File: src/rtl/core/crcs_pkg.sv
package crcs_pkg;

   localparam int COORD_W     = 8;
   localparam int COORD_RANGE = 256;
   localparam int CURV_W      = 16;
   localparam int MAX_W       = 15;
   localparam int WIDTH_W     = 9;
   localparam int SCORE_W     = 32;
   localparam int PROD_W      = MAX_W + WIDTH_W;
   localparam int WIDTH_LIMIT = 511;
   localparam int QUEUE_DEPTH = 4;
   localparam int LEVEL_W     = $clog2(QUEUE_DEPTH + 1);

   typedef enum logic {
      ACT_SAMPLE = 1'b0,
      ACT_READ   = 1'b1
   } action_type;

   typedef enum logic {
      KIND_CENTER = 1'b0,
      KIND_READ   = 1'b1
   } kind_type;

   // one store operation, and later one result
   typedef struct packed {
      kind_type             kind;
      logic [COORD_W-1:0]   row;
      logic [COORD_W-1:0]   col;
      logic [SCORE_W-1:0]   score;
   } item_type;

endpackage

File: src/rtl/core/crcs_front.sv
module crcs_front (
   input  logic                              clock,
   input  logic                              reset,
   input  logic                              accept,
   input  crcs_pkg::action_type              action,
   input  logic [crcs_pkg::COORD_W-1:0]      row,
   input  logic [crcs_pkg::COORD_W-1:0]      col,
   input  logic signed [crcs_pkg::CURV_W-1:0] curvature,
   input  logic                              profile_end,
   output logic                              op_valid,
   output crcs_pkg::item_type                op
);

   import crcs_pkg::*;

   logic [WIDTH_W-1:0] run_width_ff, run_width_in;
   logic [MAX_W-1:0]   run_max_ff, run_max_in;
   logic [COORD_W-1:0] run_row_ff, run_row_in;
   logic [COORD_W-1:0] run_col_ff, run_col_in;

   logic               positive;
   logic               take_max;
   logic [WIDTH_W-1:0] grown_width;
   logic [MAX_W-1:0]   grown_max;
   logic [COORD_W-1:0] grown_row, grown_col;
   logic [WIDTH_W-1:0] end_width;
   logic [MAX_W-1:0]   end_max;
   logic [PROD_W-1:0]  product;

   assign positive    = (curvature > 0);
   assign take_max    = (run_width_ff == '0) || (curvature[MAX_W-1:0] > run_max_ff);
   assign grown_max   = take_max ? curvature[MAX_W-1:0] : run_max_ff;
   assign grown_row   = take_max ? row : run_row_ff;
   assign grown_col   = take_max ? col : run_col_ff;
   assign grown_width = (run_width_ff < WIDTH_W'(WIDTH_LIMIT)) ? run_width_ff + 1'b1
                                                                : run_width_ff;

   // a positive sample at profile end joins the run before scoring
   assign end_max   = positive ? grown_max : run_max_ff;
   assign end_width = positive ? grown_width : run_width_ff;
   assign product   = PROD_W'(end_max) * PROD_W'(end_width);

   always_comb begin
      run_width_in = run_width_ff;
      run_max_in   = run_max_ff;
      run_row_in   = run_row_ff;
      run_col_in   = run_col_ff;
      op_valid     = 1'b0;
      op.kind      = KIND_READ;
      op.row       = row;
      op.col       = col;
      op.score     = SCORE_W'(product);
      if (accept) begin
         if (action == ACT_READ) begin
            op_valid = 1'b1;
         end else if (positive && !profile_end) begin
            run_width_in = grown_width;
            run_max_in   = grown_max;
            run_row_in   = grown_row;
            run_col_in   = grown_col;
         end else if (positive || (run_width_ff != '0)) begin
            op_valid     = 1'b1;
            op.kind      = KIND_CENTER;
            op.row       = positive ? grown_row : run_row_ff;
            op.col       = positive ? grown_col : run_col_ff;
            run_width_in = '0;
            run_max_in   = '0;
            run_row_in   = '0;
            run_col_in   = '0;
         end
      end
   end

   always_ff @(posedge clock) begin
      if (reset) begin
         run_width_ff <= '0;
         run_max_ff   <= '0;
         run_row_ff   <= '0;
         run_col_ff   <= '0;
      end else begin
         run_width_ff <= run_width_in;
         run_max_ff   <= run_max_in;
         run_row_ff   <= run_row_in;
         run_col_ff   <= run_col_in;
      end
   end

endmodule

File: config.mk
export PLATFORM = sky130hd
export DESIGN_NAME = crcs_front
export DESIGN_NICKNAME = d
export VERILOG_FILES = /design/src/rtl/core/crcs_pkg.sv /design/src/rtl/core/crcs_front.sv
export SDC_FILE = /design/constraint.sdc
export NUM_CORES = 1
export LEC_CHECK = 0
export BUFFER_PORTS_ARGS = -buffer_cell sky130_fd_sc_hd__buf_2
export CELL_PAD_IN_SITES_DETAIL_PLACEMENT = 1
export CELL_PAD_IN_SITES_GLOBAL_PLACEMENT = 2
export CORE_MARGIN = 2
export CORE_UTILIZATION = 37
export DETAILED_ROUTE_END_ITERATION = 6
export PLACE_DENSITY = 0.92
export SYNTH_ARGS = -nofsm -noshare
export SYNTH_HDL_FRONTEND = slang
export SYNTH_SLANG_ARGS = --single-unit
File: constraint.sdc
create_clock -name clock -period 8.76 [get_ports clock]
set_input_delay 0.876 -clock clock [delete_from_list [all_inputs] [get_ports clock]]
set_output_delay 0.876 -clock clock [all_outputs]
set_load 0.005 [all_outputs]
==> impl_metrics.tcl <==
set metrics [dict create \
    power.density_mw_per_mm2 68.01 \
    drcViolationCount 0 \
    switching_share 0.2917 \
    hp-class "register to register" \
    overflow 0 \
    synth_top_area_frac 0.2703 \
    gp_congestion 0.8255 \
    max_freq_mhz 118.0 \
    grt_pass1_vias 6271 \
    die_h_um 139.7 \
    cts_root_buf "clkbuf_16" \
    clkSlewWorstSetupHoldPaths_ns 0.06 \
    placement.io_buffers 78 \
    ys_async_sr_fraction 0 \
    cts.sinks 40 \
    syn_area_mm2 0.006813 \
    start_util 0.3780 \
    insertion_delay_ns 0.29 \
    wl_mm 17.96 \
    place_inst 1094 \
    numCtsBuffers 5 \
    ys.warnings.count 0 \
    final_hold_viol_count 0 \
    slew_viol_final 0 \
    grt_antenna_before_repair 0 \
    slew_headroom 0.2104 \
    yosys-top-cells-area "fa_1 (27%), dfxtp_1 (12%), ha_1 (11%)" \
    via_per_inst 5.177 \
    crit_slowest_cell "fa_1" \
    die_w_um 139.7 \
    tightest_slew_ns 1.184 \
    path_buf_inv 6 \
    htree_levels 2 \
    avgSynthCellArea_um2 8.624 \
    wl_per_cell_um 16.15 \
    start_kind "primary input" \
    crit_family "adder cells" \
    fin_crit_ns 8.474 \
    critPathCaptureType "output port" \
    drt_iter0_drc 235 \
    syn_to_final_growth_pct 14.75 \
    num_antenna_cells 0 \
    drv_cap 0 \
    status "finished, final reports clean" \
    clockBufferDepth 2 \
    dieArea_mm2 0.01951 \
    multi_input_area_mm2 0.005346 \
    vdd_drop_max_v 0.00006233 \
    final_nets 1072 \
    ys_seq_area_frac 0.1175 \
    required_ns 7.88 \
    synth_edf_count 0 \
    p_leak_uw 0.003965 \
    synth_top_area_cell "fa_1" \
    postRouteAntennaNets 0 \
    cts_tree "done" \
    finClkSkew_ns 0.009355 \
    ys.flop_type "dfxtp_1" \
    fin_cells 1112 \
    pwr-share-clk 0.398 \
    path_class "primary input to output port" \
    vias 5757 \
    hpwl_mm 14.64 \
    final-seq-area_um2 800.8 \
    core_area_mm2 0.01802 \
    synth_seq_cells 40 \
    pin_count 87 \
    p_int_uw 376.5 \
    netlist_instances 790 \
    synth_commonest_cells "inv_1 (148), nor2_1 (101), fa_1 (92)" \
    grt_usage 0.1921 \
    fillCellCount 2209 \
    dpl_cell_area_mm2 0.007507 \
    final_area_mm2 0.007818 \
    setup_viol 0 \
    num_rows 49 \
    cp_common_cell "fa_1" \
    drive_above_1_share 0.2005 \
    grt_max_degree 32 \
    slowest_delay_ns 0.54 \
    p_comb_frac 0.249 \
    dr.pass1.iters 4 \
    yosysMostFrequentCell "inv_1" \
    synth.distinct_cells 64 \
    fin_crit_sh 0.9674 \
    tns_ns 0 \
    p_seq_frac 0.353 \
    grt_pass1_wl_mm 30.95 \
    crit_arrival_ns 7.60 \
    p_switching_uw 155.1 \
    cp_max_fo 14 \
    holdBufCountCts 0 \
]
[cell usage in the layout (no fill, tap or decap), drive strengths merged, types with 4 or more instances in the layout]
cell      n
a21o      7
nand3     5
a22o     31
nor4      6
o21ai    15
inv     148
mux2     31
a21oi    23
fa       92
or3       6
ha       61
clkbuf    6
nor3      8
dfxtp    40
mux2i    14
and2      4
nor2b     6
nand2b    9
conb      8
xnor2    18
nand4     5
o21a      4
xor2     11
or2       5
nor2    101
buf     109
nand2    76
[per-stage QoR]
step                hold slack, ns  utilization  worst slack [ns]  power, µW
floorplan                   0.4450            -            0.8699      269.6
global placement            0.4595       0.4165            0.2606      312.9
detailed placement          0.4614       0.4165            0.1713      316.2
CTS                         0.4788       0.4258            0.1173      529.5
global route                0.5060       0.4337          -0.05728      559.9
finish                      0.4790       0.4337            0.2857      531.6
[cell type report]
cell class,instances,area share
flip-flops and latches,40,0.1024
clock inverters,3,0.005442
inverters,148,0.07106
repair buffers,110,0.08451
well taps,229,0.03665
multi-input cells,577,0.6839
clock buffers,5,0.01601
[flip-flops by register name, indices dropped and copies added, names as in the netlist]
name,count
run_row_ff,8
run_width_ff,9
run_max_ff,15
run_col_ff,8
[power by group through the flow]
stage | registers, µW | clock network, µW | logic [µW]
after global routing | 188 | 225 | 147
final | 188 | 212 | 132
after floorplan | 191 | 0 | 79.0
after CTS | 187 | 216 | 126
after detailed placement | 191 | 0 | 125
after global placement | 191 | 0 | 122
[logic make-up after synthesis]
family	after synthesis	synth area share
xor gates and xnor gates	29	0.03728
buffers and inverters	180	0.1102
adders and majority gates	153	0.3824
DFF	40	0.1175
AOI/OAI and AO/OA	104	0.1192
muxes	45	0.07732
other	1	0.0005504
and+or+nand+nor	238	0.1556
[per-layer routing]
metal	up-vias	track usage	wire length (µm)
met4	0	0.02526	177
met3	17	0.02202	338
li1	2706	-	-
met1	2962	0.2412	7981
met2	72	0.3617	9464
met5	-	0	0
[final timing paths]
check,from,to,slack (ns),cells past startpoint
min reg2reg,run_col_ff[5],run_col_ff[5],0.48,1
max reg2reg,run_max_ff[4],run_max_ff[6],5.48,10
max,curvature[4],op[23],0.29,28
min,run_col_ff[5],run_col_ff[5],0.48,1
[what timing repair did]
| item | CTS | global route |
|---|---|---|
| endpoints found under the setup margin | 0 | 4 |
| setup buffers | 0 | 9 |
| resized for setup | 0 | 10 |
No activity file was read; power rests on OpenSTA's default activity.
