===== config.mk =====
export PLATFORM = sky130hd
export DESIGN_NAME = crcs_queue
export DESIGN_NICKNAME = d
export VERILOG_FILES = /design/src/rtl/core/crcs_queue.sv
export SDC_FILE = /design/constraint.sdc
export NUM_CORES = 1
export LEC_CHECK = 0
export BUFFER_PORTS_ARGS = -buffer_cell sky130_fd_sc_hd__clkbuf_2
export CORE_MARGIN = 2
export CORE_UTILIZATION = 35
export CTS_CLUSTER_SIZE = 30
export DETAILED_ROUTE_END_ITERATION = 10
export PLACE_DENSITY = 0.65
export SYNTH_ARGS = -nofsm -noshare
export SYNTH_HDL_FRONTEND = slang
export SYNTH_SLANG_ARGS = --single-unit

===== constraint.sdc =====
create_clock -name clock -period 3.1 [get_ports clock]
set_input_delay 0.62 -clock clock [delete_from_list [all_inputs] [get_ports clock]]
set_output_delay 0.62 -clock clock [all_outputs]
set_load 0.05 [all_outputs]

===== src/rtl/core/crcs_queue.sv =====
module crcs_queue #(
   parameter int WIDTH = 49,
   parameter int DEPTH = 4
) (
   input  logic                         clock,
   input  logic                         reset,
   input  logic                         push,
   input  logic [WIDTH-1:0]             push_data,
   input  logic                         pop,
   output logic [WIDTH-1:0]             pop_data,
   output logic [$clog2(DEPTH+1)-1:0]   level,
   output logic                         full,
   output logic                         empty
);

   localparam int PW = (DEPTH > 1) ? $clog2(DEPTH) : 1;
   localparam int LW = $clog2(DEPTH + 1);

   logic [WIDTH-1:0] slot_ff [DEPTH];
   logic [PW-1:0]    wr_ptr_ff, wr_ptr_in;
   logic [PW-1:0]    rd_ptr_ff, rd_ptr_in;
   logic [LW-1:0]    level_ff, level_in;
   logic             do_push, do_pop;

   assign full     = (level_ff == LW'(DEPTH));
   assign empty    = (level_ff == '0);
   assign level    = level_ff;
   assign pop_data = slot_ff[rd_ptr_ff];
   assign do_push  = push && !full;
   assign do_pop   = pop && !empty;

   always_comb begin
      wr_ptr_in = wr_ptr_ff;
      rd_ptr_in = rd_ptr_ff;
      level_in  = level_ff;
      if (do_push) begin
         wr_ptr_in = (wr_ptr_ff == PW'(DEPTH - 1)) ? '0 : wr_ptr_ff + 1'b1;
      end
      if (do_pop) begin
         rd_ptr_in = (rd_ptr_ff == PW'(DEPTH - 1)) ? '0 : rd_ptr_ff + 1'b1;
      end
      if (do_push && !do_pop) begin
         level_in = level_ff + 1'b1;
      end else if (do_pop && !do_push) begin
         level_in = level_ff - 1'b1;
      end
   end

   always_ff @(posedge clock) begin
      if (reset) begin
         wr_ptr_ff <= '0;
         rd_ptr_ff <= '0;
         level_ff  <= '0;
      end else begin
         wr_ptr_ff <= wr_ptr_in;
         rd_ptr_ff <= rd_ptr_in;
         level_ff  <= level_in;
      end
   end

   always_ff @(posedge clock) begin
      if (do_push) begin
         slot_ff[wr_ptr_ff] <= push_data;
      end
   end

endmodule


==> metrics.txt, run 1 <==
clk_skew=13.2 ps; initial antenna violation count=0; setup TNS=0 ps; Crit path arrival time=2230 ps; Synth async-reset ratio=0%; TritonCTS clock tree=done; synthesized flop and latch total=between 200 and 250; most common cell after layout, fill and taps aside=edfxtp_1; ys flop type=edfxtp_1; adder-cell share of the synthesized area=1.26%; post-CTS sizing=0; sequential area share after synthesis=80.2%; drt via density=4.87; final core occ=between 40% and 50%; critical path data required time=2480 ps; Unique masters post-synth=27; Final Net Count=492; Cells after DPL=roughly 680; Area Growth Syn to Fin=21.6%; largest net degree at the start of global routing=37; status=completed; synthesized instance count=roughly 300; die height=151 um; drt drc=0; most frequent cells in the layout=edfxtp_1 (196), clkbuf_2 (106), mux4_2 (47); slowest CP cell=dfxtp_4; Slew Limit Headroom=52.6%; crit-path cells=buf_4 -> mux4_2 -> clkbuf_2; Reg2Reg Setup Slack=600 ps; Hold Fails Final Rpt=0; Final Cycle Share=91.9%; GR Util All Layers=13.0%; Setup WS pre-CTS=613 ps; slowest stage delay, CP=between 600 and 700 ps; Slew @ Worst Pin=706 ps; vias in the first global route=3,901; Post-synth EDFFs=196; largest family of logic cells by synthesized area=multiplexers; Max FO, Critical Path=22; 1st-pass router iterations=4; fmax=351 MHz; mean area per synthesized cell=24.7 um^2; Tmin final=approximately 2800 ps; CTS root buf=clkbuf_16; post-synthesis mux area share=15.0%; final worst slack=250 ps; port bufs=106; via count=3,521; crit path kind=reg2out; Post-Synth XOR/XNOR Area=0.232%; hold_buf cts=0; peak supply drop=538 uV; row cnt=between 50 and 60; Netlist Area Pre-Place=7560 um^2; layout cell share with drive strength beyond 1=45.1%; max-slew violation count=0; final wirelength=14,400 um; Final setup viols=0; Overflow after GRT=0; # fillers=1,818; pwr dens=approximately 900 nW/um^2; Die Wd=151 um; First DRT Iteration DRCs=202; Compound-Gate Fraction of Synth Area=0.596%; CORE AREA=21,100 um^2; Clock Pin Slew Worst Setup and Hold Paths=60 ps; Max-Cap Viols=0; total CTS buffers=22; RSZ-0062 raised after global routing=false; syn_nets=approximately 370; P_leak=3.14 nW; synth warn=0; Clk Latency, worst-skew pair=500 ps; GPL Wtd Cong=0.716; Startpoint Class=flip-flop; Worst Hold Class=in2reg; post-detail-place hpwl=8820 um; antenna diode count=0; H-tree levels=1; number of I/O pins=107; DIE AREA=22,800 um^2; initial core utilization=between 30% and 40%; Simple-Gate Fraction of Synth Area=under 10%; total chip power=roughly 8.4 mW; first-pass GRT wire length=around 22,000 um; Final ANT Viol Nets=0; final std cells w/o fill=723; WL/cell=19.9 um; clock tree buffer depth=3; Worst Setup End Kind=output pin; Setup Fix Bufs, Post-CTS=0; clock net sink count=roughly 210
critical path, delay by kind of cell (launching register included):
family	cells	cell delay, ps
muxes	1	530
DFF	1	650
buffers and inverters	2	550
cell type report:
cell class | count | area (um^2) | share of cell area, %
inverters | 5 | 20.0 | 0.218
clock inverters | 15 | 129 | 1.40
multi-input cells | 83 | 1380 | 15.0
well taps | 275 | 344 | 3.74
clock buffers | 25 | 583 | 6.34
flip-flops and latches | 205 | 6070 | 66.0
repair buffers | 115 | 673 | 7.32
metrics by stage:
| stage | hold slack [ps] | area, um^2 |
|---|---|---|
| after CTS | 312 | 9200 |
| after global routing | 313 | 9200 |
| final | 338 | 9200 |
| after detailed placement | 496 | 8490 |
| after global placement | 478 | 8490 |
| after floorplan | 463 | 7560 |
synth_stat cells, types with 3 or more instances:
library cell	number	share of area (%)
nor2_1	4	0.20
a21oi_1	3	0.20
mux4_2	47	14
buf_2	3	0.20
inv_1	4	0.20
ha_1	6	0.99
dfxtp_1	9	2.4
and3_1	4	0.33
buf_4	3	0.30
edfxtp_1	196	78
buf_1	3	0.15
power by group:
| part | internal, mW | switching [mW] | leakage [nW] | total [mW] |
|---|---|---|---|---|
| clock network | 1.52 | 1.01 | 0.340 | 2.52 |
| logic | 0.734 | 1.64 | 0.924 | 2.38 |
| registers | 3.35 | 0.158 | 1.87 | 3.51 |
flip-flops by register name (all words and copies together) (netlist names), named ones only:
signal	cells
slot_ff	196
level	3
rd_ptr_ff	2
wr_ptr_ff	2
cells by family after synthesis:
kind of cell,after synthesis
buf+inv,18
compound gates,7
flops,205
xor+xnor,2
simple gates,16
fa+ha+maj,7
mux,51
per-layer routing:
| layer | vias up | routed length [um] | global-route usage [%] | part of all wire [%] |
|---|---|---|---|---|
| met1 | 1830 | 5820 | 16.6 | 41 |
| met5 | - | 0 | 0 | 0 |
| li1 | 1553 | - | - | - |
| met3 | 26 | 1060 | 3.77 | 7.4 |
| met2 | 112 | 7180 | 21.9 | 50 |
| met4 | 0 | 289 | 3.36 | 2.0 |
worst paths after layout:
kind	cells after the start	start	endpoint
worst min register to register	2	rd_ptr_ff[0]	flip-flop
worst min-delay path	1	push_data[32]	slot_ff[2][32]
worst max-delay path	3	flip-flop	pop_data[44]
worst max register to register	7	level[1]	level[2]
(Power assumes the default switching activity.)
==> run 2, diff against run 1 <==
- clock period: 3.1 -> 2.9 ns (I/O delays scaled with it)
==> metrics.txt, run 2 (synthesis results as in run 1) <==
Slew @ Worst Pin=587 ps (was 706 ps); Final Net Count=495 (was 492); pwr dens=963 nW/um^2 (was 915 nW/um^2); largest net degree at the start of global routing=50 (was 37); die height=151 um (unchanged); post-detail-place hpwl=8670 um (was 8820 um); Max FO, Critical Path=17 (was 22); H-tree levels=1 (unchanged); crit-path cells=buf_12 -> mux4_2 -> clkbuf_2 (was buf_4 -> mux4_2 -> clkbuf_2); initial antenna violation count=1 (was 0); GR Util All Layers=13.0% (about the same); status=completed (unchanged); CP top delay family=flip-flops (unchanged); WP buf/inv=2 (unchanged); max-slew violation count=0 (unchanged); vias in the first global route=3,917 (was 3,901); critical path data required time=2320 ps (was 2480 ps); CORE AREA=21,100 um^2 (unchanged); Final ANT Viol Nets=0 (unchanged); peak supply drop=558 uV (was 538 uV); post-CTS sizing=0 (unchanged); Crit path arrival time=2040 ps (was 2230 ps); Area Growth Syn to Fin=21.3% (was 21.6%); Final setup viols=0 (unchanged); slowest stage delay, CP=690 ps (was 650 ps); P_leak=3.13 nW (was 3.14 nW); Worst Hold Class=in2reg (unchanged); clk_skew=11.4 ps (was 13.2 ps); fmax=381 MHz; Setup WS pre-CTS=529 ps (was 613 ps); clock net sink count=205 (unchanged); 1st-pass router iterations=4 (unchanged); Die Wd=151 um (unchanged); antenna diode count=0 (unchanged); port bufs=106 (unchanged); clock tree buffer depth=3 (unchanged); most common cell after layout, fill and taps aside=edfxtp_1 (unchanged); final core occ=43.5% (was 43.6%); Tmin final=2620 ps; Cells after DPL=685 (was 683); Max-Cap Viols=0 (unchanged); Final Cycle Share=90.5%; crit path kind=reg2out (unchanged); setup TNS=0 ps (unchanged); CTS root buf=clkbuf_16 (unchanged); Setup Fix Bufs, Post-CTS=0 (unchanged); multi-input combinational cell area=1380 um^2 (unchanged); first-pass GRT wire length=22,200 um (about the same); First DRT Iteration DRCs=181 (was 202); row cnt=53 (unchanged); Hold Fails Final Rpt=0 (unchanged); drt drc=0 (unchanged); total CTS buffers=23 (was 22); final worst slack=276 ps (was 250 ps); number of I/O pins=107 (unchanged); RSZ-0062 raised after global routing=false (unchanged); Startpoint Class=flip-flop (unchanged); drt via density=4.84 (was 4.87); via count=3,521 (unchanged); Clk Latency, worst-skew pair=500 ps (about the same); total chip power=8.83 mW (was 8.41 mW); slowest CP cell=dfxtp_2 (was dfxtp_4); Overflow after GRT=0 (unchanged); Largest register FFs=196 (unchanged); DIE AREA=22,800 um^2 (unchanged); FF/Latch Area=6070 um^2 (unchanged); hold_buf cts=0 (unchanged); TritonCTS clock tree=done (unchanged); Slew Limit Headroom=60.8% (was 52.6%); initial core utilization=35.9% (unchanged); most frequent cells in the layout=edfxtp_1 (196), clkbuf_2 (106), mux4_2 (47) (unchanged); Clock Pin Slew Worst Setup and Hold Paths=60 ps (about the same); # fillers=1,831 (was 1,818); WL/cell=19.6 um (was 19.9 um); final std cells w/o fill=727 (was 723); Worst Setup End Kind=output pin (unchanged); GPL Wtd Cong=0.735 (was 0.716); most flop-heavy register=slot_ff (unchanged); final wirelength=14,300 um (was 14,400 um); layout cell share with drive strength beyond 1=45.1% (about the same)
run 2: cell count changes in the layout (fill, tap and decap cells not counted), sizes merged:
cell	change
inv	+1
bufinv	-2
clkinv	+1
clkinvlp	-1
buf	+2
clkbuf	+3
run 2: worst paths after layout:
kind / from / slack [ps] / depth (start not counted) / end
min: push_data[21] / 300 / 1 / slot_ff[1][21]
min reg2reg: rd_ptr_ff[0] / 480 / 2 / flip-flop
max reg2reg: level[0] / 500 / 9 / level[2]
max: flip-flop / 280 / 3 / pop_data[4]
run 2: routing by layer:
metal  vias up  GRT usage, %  wire [um]
met5         -             0         13
met4         2          3.18        222
met3        19          3.98        983
met2        99          21.7       7100
met1      1838          16.6       5960
li1       1563             -          -
run 2: area by class of cell:
cell class | instances | share of cell area (%)
Timing Repair Buffer | 117 | 7.50
Tap cell | 275 | 3.75
Clock buffer | 28 | 6.48
Clock inverter | 14 | 0.832
Sequential cell | 205 | 66.2
Inverter | 5 | 0.218
Multi-Input combinational cell | 83 | 15.0
run 2: through the flow:
| step | instance area (um^2) | hold slack [ps] |
|---|---|---|
| 6_report | 9170 | 300 |
| 5_1_grt | 9170 | 281 |
| 4_1_cts | 9170 | 273 |
| 3_5_place_dp | 8500 | 477 |
| 3_3_place_gp | 8500 | 473 |
| 2_1_floorplan | 7560 | 463 |
run 2: where the power goes:
part | switching (mW) | internal (mW) | leakage [nW]
Sequential | 0.112 | 3.59 | 1.87
Combinational | 1.80 | 0.780 | 0.934
Clock | 1.10 | 1.46 | 0.326
